**config.mk**
```make
export PLATFORM = sky130hd
export DESIGN_NAME = ring_queue_indexed_remove
export DESIGN_NICKNAME = d
export VERILOG_FILES = /design/src/rtl/rqir_pkg.sv /design/src/rtl/ring_queue_indexed_remove.sv
export SDC_FILE = /design/constraint.sdc
export NUM_CORES = 1
export LEC_CHECK = 0
export ABC_AREA = 1
export ABC_CLOCK_PERIOD_IN_PS = 4670
export BUFFER_PORTS_ARGS = -buffer_cell sky130_fd_sc_hd__buf_2
export CAP_MARGIN = 20
export CELL_PAD_IN_SITES_DETAIL_PLACEMENT = 2
export CELL_PAD_IN_SITES_GLOBAL_PLACEMENT = 2
export CORE_MARGIN = 5
export CORE_UTILIZATION = 40
export CTS_CLUSTER_DIAMETER = 200
export CTS_CLUSTER_SIZE = 25
export DETAILED_ROUTE_END_ITERATION = 6
export HOLD_SLACK_MARGIN = 0.08
export PLACE_DENSITY = 0.84
export SYNTH_ARGS = -nofsm -noshare
export SYNTH_HDL_FRONTEND = slang
export SYNTH_SLANG_ARGS = --single-unit
export TNS_END_PERCENT = 100
```
**constraint.sdc**
```tcl
create_clock -name clk -period 4.67 [get_ports clk]
set_input_delay 0.7005 -clock clk [delete_from_list [all_inputs] [get_ports clk]]
set_output_delay 0.7005 -clock clk [all_outputs]
set_load 0.02 [all_outputs]
```
**src/rtl/rqir_pkg.sv**
```systemverilog
// shared types and constants for the indexed-remove ring queue
`default_nettype none

package rqir_pkg;

	localparam int DEPTH_DEFAULT     = 16;
	localparam int HANDLE_BITS       = 32;
	localparam int RING_LENGTH_BITS  = 5;
	localparam int RING_LENGTH_RESET = 16;
	localparam int POSITION_BITS     = 4;
	localparam int OCCUPANCY_BITS    = 5;

	typedef logic [HANDLE_BITS-1:0] handle_t;

	typedef enum logic [1:0] {
		OP_INSERT = 2'd0,
		OP_REMOVE = 2'd1,
		OP_PEEK   = 2'd2,
		OP_RMPOS  = 2'd3
	} op_t;

	typedef enum logic [1:0] {
		ST_OK    = 2'd0,
		ST_FULL  = 2'd1,
		ST_EMPTY = 2'd2,
		ST_POS   = 2'd3
	} status_t;

	typedef enum logic [2:0] {
		S_IDLE,
		S_EXEC,
		S_READ,
		S_SH_RD,
		S_SH_WR,
		S_DONE
	} state_t;

	typedef struct packed {
		op_t                      operation;
		handle_t                  item_handle;
		logic [POSITION_BITS-1:0] position;
	} req_item_t;

	typedef struct packed {
		status_t                   status;
		handle_t                   result_handle;
		logic [OCCUPANCY_BITS-1:0] occupancy;
	} rsp_item_t;

endpackage

`default_nettype wire

```
**src/rtl/ring_queue_indexed_remove.sv**
```systemverilog
// circular queue of job handles with insert, remove, peek and remove at position
`default_nettype none

// Ring queue of handles held in a single-port-write, registered-read memory of DEPTH
// slots; cfg_data sets the ring length (0 acts as 1, above DEPTH acts as DEPTH) and
// empties the queue. One request is worked on at a time and req_stall is high while
// it is in progress; the next request is taken while its result still waits on rsp.
// Insert and any failed request go from S_EXEC straight to S_DONE; remove and peek pass
// through S_READ; remove at position passes through S_READ, an S_SH_RD and S_SH_WR pair
// per entry behind the removed one and a last S_SH_RD, since each shifted entry is one
// memory read followed by one memory write through the same sequencer and wrap adder.
module ring_queue_indexed_remove
#(
	parameter int DEPTH = rqir_pkg::DEPTH_DEFAULT
) (
	input  wire                                     clk,
	input  wire                                     arst_n,
	input  wire                                     req_valid,
	output logic                                    req_stall,
	input  wire  rqir_pkg::req_item_t               req,
	output logic                                    rsp_valid,
	input  wire                                     rsp_stall,
	output rqir_pkg::rsp_item_t                     rsp,
	input  wire                                     cfg_we,
	input  wire  [rqir_pkg::RING_LENGTH_BITS-1:0]   cfg_data
);

	import rqir_pkg::*;

	localparam int PTR_W = (DEPTH > 1) ? $clog2(DEPTH) : 1;
	localparam int CNT_W = $clog2(DEPTH + 1);
	localparam int SW    = ((CNT_W > POSITION_BITS) ? CNT_W : POSITION_BITS) + 1;
	localparam logic [CNT_W-1:0] LEN_RST =
		CNT_W'((RING_LENGTH_RESET > DEPTH) ? DEPTH : RING_LENGTH_RESET);

	state_t state_q, state_d;

	logic [CNT_W-1:0] len_q, count_q, idx_q;
	logic [PTR_W-1:0] head_q, tail_q, cur_q, nxt_q;
	op_t              op_q;
	handle_t          handle_q, res_q, rd_data_q;
	logic [POSITION_BITS-1:0] pos_q;
	status_t          status_q;
	logic             rsp_valid_q;
	rsp_item_t        rsp_q;

	handle_t          mem [DEPTH];
	logic             we;
	logic [PTR_W-1:0] waddr, raddr;
	handle_t          wdata;

	logic [PTR_W-1:0] wrap_a, wrap_y;
	logic [SW-1:0]    wrap_b, wrap_sum;
	logic [CNT_W-1:0] len_d;
	logic [31:0]      cfg_wide;

	logic full, empty, pos_bad, more, req_xfer, rsp_xfer, done_go;

	assign req_stall = (state_q != S_IDLE);
	assign req_xfer  = req_valid && !req_stall;
	assign rsp_valid = rsp_valid_q;
	assign rsp       = rsp_q;
	assign rsp_xfer  = rsp_valid_q && !rsp_stall;
	assign done_go   = !rsp_valid_q || !rsp_stall;

	assign full    = (count_q >= len_q);
	assign empty   = (count_q == '0);
	assign pos_bad = (SW'(pos_q) >= SW'(count_q));
	assign more    = ((SW'(idx_q) + SW'(1)) < SW'(count_q));

	// effective ring length, clamped into 1..DEPTH
	always_comb begin
		cfg_wide = 32'(cfg_data);
		if (cfg_wide == 32'd0) begin
			len_d = CNT_W'(1);
		end else if (cfg_wide > 32'(DEPTH)) begin
			len_d = CNT_W'(DEPTH);
		end else begin
			len_d = CNT_W'(cfg_wide);
		end
	end

	// shared wrap adder: operands at most the ring length, one compare and subtract
	always_comb begin
		wrap_a = head_q;
		wrap_b = SW'(1);
		case (state_q)
			S_EXEC: begin
				case (op_q)
					OP_INSERT: wrap_a = tail_q;
					OP_REMOVE: wrap_a = head_q;
					default:   wrap_b = SW'(pos_q);
				endcase
			end
			S_SH_RD: wrap_a = cur_q;
			default: ;
		endcase
		wrap_sum = SW'(wrap_a) + wrap_b;
		if (wrap_sum >= SW'(len_q)) begin
			wrap_y = PTR_W'(wrap_sum - SW'(len_q));
		end else begin
			wrap_y = PTR_W'(wrap_sum);
		end
	end

	always_ff @(posedge clk or negedge arst_n) begin
		if (!arst_n) begin
			state_q <= S_IDLE;
		end else begin
			state_q <= state_d;
		end
	end

	always_comb begin
		state_d = state_q;
		we      = 1'b0;
		waddr   = cur_q;
		wdata   = rd_data_q;
		raddr   = cur_q;
		case (state_q)
			S_IDLE: begin
				if (req_xfer) begin
					state_d = S_EXEC;
				end
			end
			S_EXEC: begin
				state_d = S_DONE;
				case (op_q)
					OP_INSERT: begin
						if (!full) begin
							we    = 1'b1;
							waddr = tail_q;
							wdata = handle_q;
						end
					end
					OP_REMOVE: begin
						if (!empty) begin
							raddr   = head_q;
							state_d = S_READ;
						end
					end
					default: begin
						if (!pos_bad) begin
							raddr   = wrap_y;
							state_d = S_READ;
						end
					end
				endcase
			end
			S_READ: begin
				state_d = (op_q == OP_RMPOS) ? S_SH_RD : S_DONE;
			end
			S_SH_RD: begin
				raddr   = wrap_y;
				state_d = more ? S_SH_WR : S_DONE;
			end
			S_SH_WR: begin
				we      = 1'b1;
				waddr   = cur_q;
				wdata   = rd_data_q;
				state_d = S_SH_RD;
			end
			S_DONE: begin
				if (done_go) begin
					state_d = S_IDLE;
				end
			end
			default: state_d = S_IDLE;
		endcase
	end

	always_ff @(posedge clk) begin
		if (we) begin
			mem[waddr] <= wdata;
		end
		rd_data_q <= mem[raddr];
	end

	// control state
	always_ff @(posedge clk or negedge arst_n) begin
		if (!arst_n) begin
			len_q       <= LEN_RST;
			head_q      <= '0;
			tail_q      <= '0;
			count_q     <= '0;
			rsp_valid_q <= 1'b0;
		end else begin
			if (state_q == S_DONE && done_go) begin
				rsp_valid_q <= 1'b1;
			end else if (rsp_xfer) begin
				rsp_valid_q <= 1'b0;
			end
			case (state_q)
				S_EXEC: begin
					case (op_q)
						OP_INSERT: begin
							if (!full) begin
								tail_q  <= wrap_y;
								count_q <= count_q + CNT_W'(1);
							end
						end
						OP_REMOVE: begin
							if (!empty) begin
								head_q  <= wrap_y;
								count_q <= count_q - CNT_W'(1);
							end
						end
						default: ;
					endcase
				end
				S_SH_RD: begin
					if (!more) begin
						tail_q  <= (tail_q == '0) ? PTR_W'(len_q - CNT_W'(1))
						                          : tail_q - PTR_W'(1);
						count_q <= count_q - CNT_W'(1);
					end
				end
				default: ;
			endcase
			// a ring length write empties the queue
			if (cfg_we) begin
				len_q   <= len_d;
				head_q  <= '0;
				tail_q  <= '0;
				count_q <= '0;
			end
		end
	end

	// payload registers
	always_ff @(posedge clk) begin
		case (state_q)
			S_IDLE: begin
				if (req_xfer) begin
					op_q     <= req.operation;
					handle_q <= req.item_handle;
					pos_q    <= req.position;
				end
			end
			S_EXEC: begin
				res_q <= '0;
				case (op_q)
					OP_INSERT: status_q <= full ? ST_FULL : ST_OK;
					OP_REMOVE: status_q <= empty ? ST_EMPTY : ST_OK;
					default: begin
						if (pos_bad) begin
							status_q <= ST_POS;
						end else begin
							status_q <= ST_OK;
							cur_q    <= wrap_y;
							idx_q    <= CNT_W'(pos_q);
						end
					end
				endcase
			end
			S_READ: res_q <= rd_data_q;
			S_SH_RD: nxt_q <= wrap_y;
			S_SH_WR: begin
				cur_q <= nxt_q;
				idx_q <= idx_q + CNT_W'(1);
			end
			S_DONE: begin
				if (done_go) begin
					rsp_q.status        <= status_q;
					rsp_q.result_handle <= res_q;
					rsp_q.occupancy     <= OCCUPANCY_BITS'(count_q);
				end
			end
			default: ;
		endcase
	end

	a_count_in_ring: assert property (@(posedge clk) disable iff (!arst_n)
		count_q <= len_q)
		else $error("occupancy above ring length");

	a_empty_ptrs: assert property (@(posedge clk) disable iff (!arst_n)
		count_q == '0 |-> head_q == tail_q)
		else $error("empty queue with head and tail apart");

	a_rsp_from_done: assert property (@(posedge clk) disable iff (!arst_n)
		$rose(rsp_valid_q) |-> $past(state_q == S_DONE))
		else $error("result raised outside completion");

	a_fail_no_handle: assert property (@(posedge clk) disable iff (!arst_n)
		rsp_valid_q && rsp_q.status != ST_OK |-> rsp_q.result_handle == '0)
		else $error("failed request carries a handle");

endmodule

`default_nettype wire

```
# [Word level (Yosys, flattened, before mapping)]
# Memory sizes are Yosys's and may differ from the RTL's. A register that Yosys moved wholly into a read port is not among the register bits.
# Cells that the tools add are included.
[classes] addsub=8 order_cmp=5 eq_ne=18 muxes=58 n_reduce_logical=28
[op_table] operator="$mux 32" n=3
[op_table] operator="$mux 4" n=19
[op_table] operator="$pmux 32 s2" n=1
[op_table] operator="$mux 5" n=8
[op_table] operator="$pmux 4 s2" n=5
[op_table] operator="$pmux 5 s2" n=3
[op_table] operator="$pmux 3 s6" n=1
[op_table] operator="$mux 3" n=5
[op_table] operator="$add 5x1->5 const B" n=2
[op_table] operator="$ge 5x5->1" n=2
[op_table] operator="$logic_not 5->1" n=2
[op_table] operator="$ne 2x2->1 const B" n=5
[op_table] operator="$reduce_bool 2->1" n=5
[op_table] operator="$mux 1" n=8
[op_table] operator="$ne 4x4->1 const B" n=2
[op_table] operator="$reduce_and 2->1" n=4
[op_table] operator="$sub 4x1->4 const B" n=2
[op_table] operator="$add 5x1->6 const B" n=1
[op_table] operator="$eq 3x2->1 const B" n=2
[op_table] operator="$eq 3x3->1 const B" n=2
[op_table] operator="$lt 6x5->1" n=1
[op_table] operator="$ne 3x3->1 const B" n=2
[op_table] operator="$pmux 3 s2" n=1
[op_table] operator="$reduce_and 3->1" n=2
[op_table] operator="other kinds (23)" n=29
[word_totals] ff_bits=146 mem_bits_rw=512 inputBits=48 out_inout_bits=41 wordCells=135 n_memories=1
[memory_table] name="mem" depth=16 width=32 read_ports=1 rd_clocked_by_memory_dff=1 wr=1 line_no="ring_queue_indexed_remove.sv:47" source="handle_t mem [DEPTH];"

# [Longest topological paths before layout]
[depth] depth_word=11 ltp_mapped=34

# [Worst setup path before layout]
# No wires, ideal clock.
[synth_timing] kind="reg2reg" start="register state_q[2]" end="register rd_data_q[11], read port of mem" setup_ps=113 arrival_ps=3753 path_slack_ps=804 path_stages_with_launch=28 period_less_slack_ps=3866 path_cell_list="dfrtp_1 > nor2_1 > inv_1 > nor2_1 > inv_1 > o221ai_1 > ha_1 > inv_1 > fa_1 > nor2_1 > o21ai_0 > nand2_1 > ha_1 > nand2_1 > nand2_1 > nor2_2 > nand2_4 > inv_1 > o21ai_0 > nand2_1 > inv_1 > o211ai_1 > a21oi_2 > inv_2 > buf_1 > nand3_1 > nand3_1 > nand2_1"
[synth_between] elab_chain_len=8 word_cells_on_any_way=11 classes_between="add/sub: 2; order compare: 1; eq/ne: 2; mux: 6"
[synth_lines] element="start, declared" line_no="ring_queue_indexed_remove.sv:36" source="state_t state_q, state_d;"
[synth_lines] element="start signal, assigned" line_no="ring_queue_indexed_remove.sv:110" source="state_q <= state_d;"
[synth_lines] element="$eq 3x2->1 / $eq 3x1->1 (equally long branches)" line_no="ring_queue_indexed_remove.sv:87" source="case (state_q)"
[synth_lines] element="$pmux 4 s2 / $mux 4 (equally long branches)" line_no="ring_queue_indexed_remove.sv:87"
[synth_lines] element="$add 4x4->5 *" line_no="ring_queue_indexed_remove.sv:98" source="wrap_sum = SW'(wrap_a) + wrap_b;"
[synth_lines] element="$sub 4x4->4 / $ge 5x5->1 (equally long branches)" line_no="ring_queue_indexed_remove.sv:100, ring_queue_indexed_remove.sv:99"
[synth_lines] element="$mux 4 *" line_no="ring_queue_indexed_remove.sv:99" source="if (wrap_sum >= SW'(len_q)) begin"
[synth_lines] element="net wrap_y[2]" line_no="ring_queue_indexed_remove.sv:52" source="logic [PTR_W-1:0] wrap_a, wrap_y;"
[synth_lines] element="$mux 4"
[synth_lines] element="$pmux 4 s2" line_no="ring_queue_indexed_remove.sv:128" source="case (op_q)"
[synth_lines] element="$pmux 4 s2 *" line_no="ring_queue_indexed_remove.sv:120" source="case (state_q)"
[synth_lines] element="end, declared" line_no="ring_queue_indexed_remove.sv:41" source="handle_t handle_q, res_q, rd_data_q;"
# Mark *: on every way through the listed nets, which the timed path passes. The rest lies on a longest branch.
# A chain may end at the register's enable or synchronous reset.

# [Worst setup path after layout]
[layout_timing] start="register state_q[0]" end="register rd_data_q[29], read port of mem"
# The elaborated chain is that of the path after synthesis.

==> results.py <==
metrics = {
    "run_status": {
        "status": "complete, but fails checks",
        "violations": "negative setup slack",
    },
    "synthesis": {
        "ys_async_sr_fraction_pct": 3.188,
        "synth_top_area_share_pct": 64.09,
        "yosys-top-cells-count": "edfxtp_1 (636), nand2_1 (608), nand3_1 (595)",
        "syn_nets": 2822,
        "netlist_area_um2": 29800,
        "yosys.area.top_type": "edfxtp_1",
        "ys_types": 45,
        "synth_edf_count": 636,
        "synthFlopType": "edfxtp_1",
        "syn-instance-count": 2746,
        "post-synth-top-count-cell": "edfxtp_1",
        "yosysSeqAreaShare_pct": 68.09,
        "ys_seq_elements": 690,
        "yosysWarnings": 0,
        "synth_area_per_cell_um2": 10.85,
        "synth_area_leaders": "edfxtp_1 (64%), nand3_1 (10%), nand2_1 (7.7%)",
    },
    "timing": {
        "fin_ws_ns": -0.2129,
        "hold_ws_ns": 0.1868,
        "final.min_clock_period_ns": 4.883,
        "maxSlewViolCount": 0,
        "slew_headroom_pct": 24.70,
        "fin_crit_sh_pct": 104.6,
        "setup_viol": 32,
        "worst_pin_slew_ns": 1.127,
        "skew_ns": 0.04114,
        "hold_viol_final": 0,
        "fmax_mhz": 204.8,
    },
    "grt": {
        "grt_overflow": 0,
        "grt_first_pass_wirelength_um": 163400,
        "first_global_vias": 24935,
        "antenna_found_initial": 2,
        "grt_max_degree": 97,
        "grtUsageTotal_pct": 26.59,
    },
    "clock_tree": {
        "clkSlewWorstSetupHoldPaths_ns": 0.12,
        "cts_htree_levels": 1,
        "cts_tree": "built",
        "cts_root_buffer": "clkbuf_16",
        "worstSkewPairLatency_ns": 0.70,
        "cts_made_buffers": 31,
        "clock_path_buffers": 3,
        "cts_sinks": 690,
    },
    "route": {
        "routed_wl_um": 123000,
        "dr.pass1.iters": 6,
        "ant_nets": 0,
        "wl_per_cell_um": 31.66,
        "via_per_inst": 5.980,
        "vias": 23234,
        "drc": 0,
        "drtIter0Drc": 2417,
    },
    "final_layout": {
        "final-instance-count-excl-fill": 3885,
        "area_growth_pct": 14.57,
        "fillers": 7414,
        "layout.nets": 2966,
        "final_area_um2": 34140,
        "drive_above_1_share_pct": 13.48,
    },
    "setup_path": {
        "crit_path_end_kind": "flop",
        "cp-start-kind": "flop",
        "r2r_start": "state_q[0]",
        "r2r_cells": 27,
        "worst-path-max-fanout": 14,
        "reg2reg_to": "rd_data_q[29]",
        "cp.arrival_ns": 5.42,
        "cp.required_ns": 5.21,
        "crit_type": "reg -> reg",
        "regToRegSetupSlack_ns": -0.21,
    },
    "power": {
        "power_density_nw_per_um2": 852.9,
        "pwr-share-clk_pct": 11.8,
        "sequentialPowerShare_pct": 31.1,
        "pwr-share-comb_pct": 57.1,
        "power.leakage_uw": 0.01386,
        "switching_share_pct": 48.24,
        "max-vdd-ir-drop_uv": 484.3,
        "p_int_uw": 15070,
        "p_sw_uw": 14050,
    },
    "floorplanning": {
        "die-area_um2": 80060,
        "die_h_um": 282.9,
        "die_w_um": 282.9,
        "core_um2": 74200,
        "start_util_pct": 40.16,
        "io-pin-count": 89,
        "fp-row-count": 100,
    },
    "hold_path": {
        "hp-class": "in -> reg",
        "holdPathEnd": "handle_q[11]",
        "whs_path_depth": 1,
        "min_from": "req[15]",
    },
    "place": {
        "dpl.hpwl_um": 64380,
        "port_buffers": 88,
        "dpl_cell_area_um2": 32260,
        "place_congestion": 0.8561,
        "dp.cells": 3775,
    },
    "job": {
        "max_cap_viol_count": 0,
    },
}
## power by group through the flow
stage	clock [uW]	combinational, uW	sequential (uW)
final	3440	16600	9050
after global routing	3720	17400	9080
after CTS	3340	14900	8990
after detailed placement	0	13900	9120
after global placement	0	12600	9020
after floorplan	0	8110	9070
## layer usage
layer | track usage (%) | routed length, um | vias to the layer above | share of wire [%]
met4 | 10.69 | 7618 | 0 | 6.2
li1 | - | - | 9503 | -
met2 | 48.73 | 62250 | 1254 | 51
met3 | 3.223 | 8216 | 467 | 6.7
met5 | 0 | 0 | - | 0
met1 | 31.89 | 44900 | 12010 | 37
## cells by family after synthesis
group	count (synthesis)	synth area share (%)
xor gates and xnor gates	10	0.2939
DFF	690	68.09
buffers and inverters	551	7.885
AOI/OAI and AO/OA	120	2.339
adders and majority gates	28	1.226
and+or+nand+nor	1347	20.17
## critical path: stages (launching register included)
cell and delay (ns):
dfrtp_1 0.48, inv_2 0.08, nor2_4 0.17, inv_4 0.07, a21oi_4 0.15, inv_2 0.07, a221oi_4 0.29, buf_4 0.18
inv_1 0.05, ha_1 0.28, nand3_2 0.09, nand2_2 0.08, xor2_2 0.26, ha_4 0.27, nand2_4 0.09, nor2_2 0.05
nor2_4 0.18, nand2_8 0.11, buf_4 0.14, nand3_1 0.12, nand2_1 0.15, o21ai_0 0.40, nand2_1 0.17, nand2_2 0.16
inv_1 0.10, buf_6 0.21, nand3_1 0.16, nand2_1 0.16
## cells in the final DEF (no fill, tap or decap), types with 4 or more instances in the layout
master / instances
edfxtp_1: 636
nand2_1: 590
nand3_1: 585
inv_1: 389
buf_4: 105
buf_2: 88
nor2_1: 65
o21ai_0: 57
buf_12: 46
nand3b_1: 33
clkbuf_16: 33
dfxtp_1: 32
nor2_4: 27
clkbuf_1: 25
ha_1: 22
dfrtp_1: 20
inv_2: 15
a21oi_1: 15
nand2_2: 14
o211ai_1: 9
o22ai_1: 9
xor2_1: 8
nand3_2: 8
o21ai_1: 7
nand2_4: 7
buf_16: 6
a31oi_1: 5
nor2_2: 4
a21oi_4: 4
## worst max-delay path by stage
| stage | startpoint | endpoint | slack, ns | depth (start not counted) |
|---|---|---|---|---|
| 4_1_cts | state_q[2] | rd_data_q[7] | 0.01 | 30 |
| 2_1_floorplan | state_q[2] | rd_data_q[11] | 0.80 | 27 |
| 6_report | state_q[0] | rd_data_q[29] | -0.21 | 27 |
| 3_3_place_gp | state_q[1] | rd_data_q[14] | 0.29 | 30 |
| 3_5_place_dp | state_q[1] | rd_data_q[12] | -0.35 | 30 |
| 5_1_grt | state_q[0] | rd_data_q[29] | -0.39 | 25 |
## what timing repair did
action,CTS,global route
endpoints found under the hold margin,21,0
resized for setup,20,74
setup buffers,16,24
setup endpoints to repair,32,32
pin swaps,6,24
cloned,4,2
hold buffers,1,0
## state kept, by name, indices dropped and copies added, names as in the netlist, 5 cells and up
signal / count
count_q: 5
handle_q: 32
idx_q: 5
len_q: 5
mem: 512
rd_data_q: 32
res_q: 32
rsp: 39
## per-stage QoR
| step | utilization, % | setup TNS, ns | total power (uW) | worst slack, ns |
|---|---|---|---|---|
| 6_report | 46.01 | -2.662 | 29120 | -0.2129 |
| 5_1_grt | 46.01 | -7.471 | 30160 | -0.3895 |
| 4_1_cts | 45.22 | 0 | 27260 | 0.01145 |
| 3_5_place_dp | 43.48 | -7.530 | 23060 | -0.3517 |
| 3_3_place_gp | 43.48 | 0 | 21650 | 0.2905 |
| 2_1_floorplan | - | 0 | 17180 | 0.8039 |
## final cells by class
class | count | area, um2 | share of cell area (%)
Antenna cell | 1 | 2.502 | 0.007330
Multi-Input combinational cell | 1505 | 7679 | 22.49
Tap cell | 969 | 1212 | 3.551
Inverter | 407 | 1533 | 4.489
Clock buffer | 56 | 869.6 | 2.547
Sequential cell | 690 | 20290 | 59.44
Timing Repair Buffer | 255 | 2521 | 7.385
Clock inverter | 2 | 31.28 | 0.09162
Power figures use the tool's default switching activity.
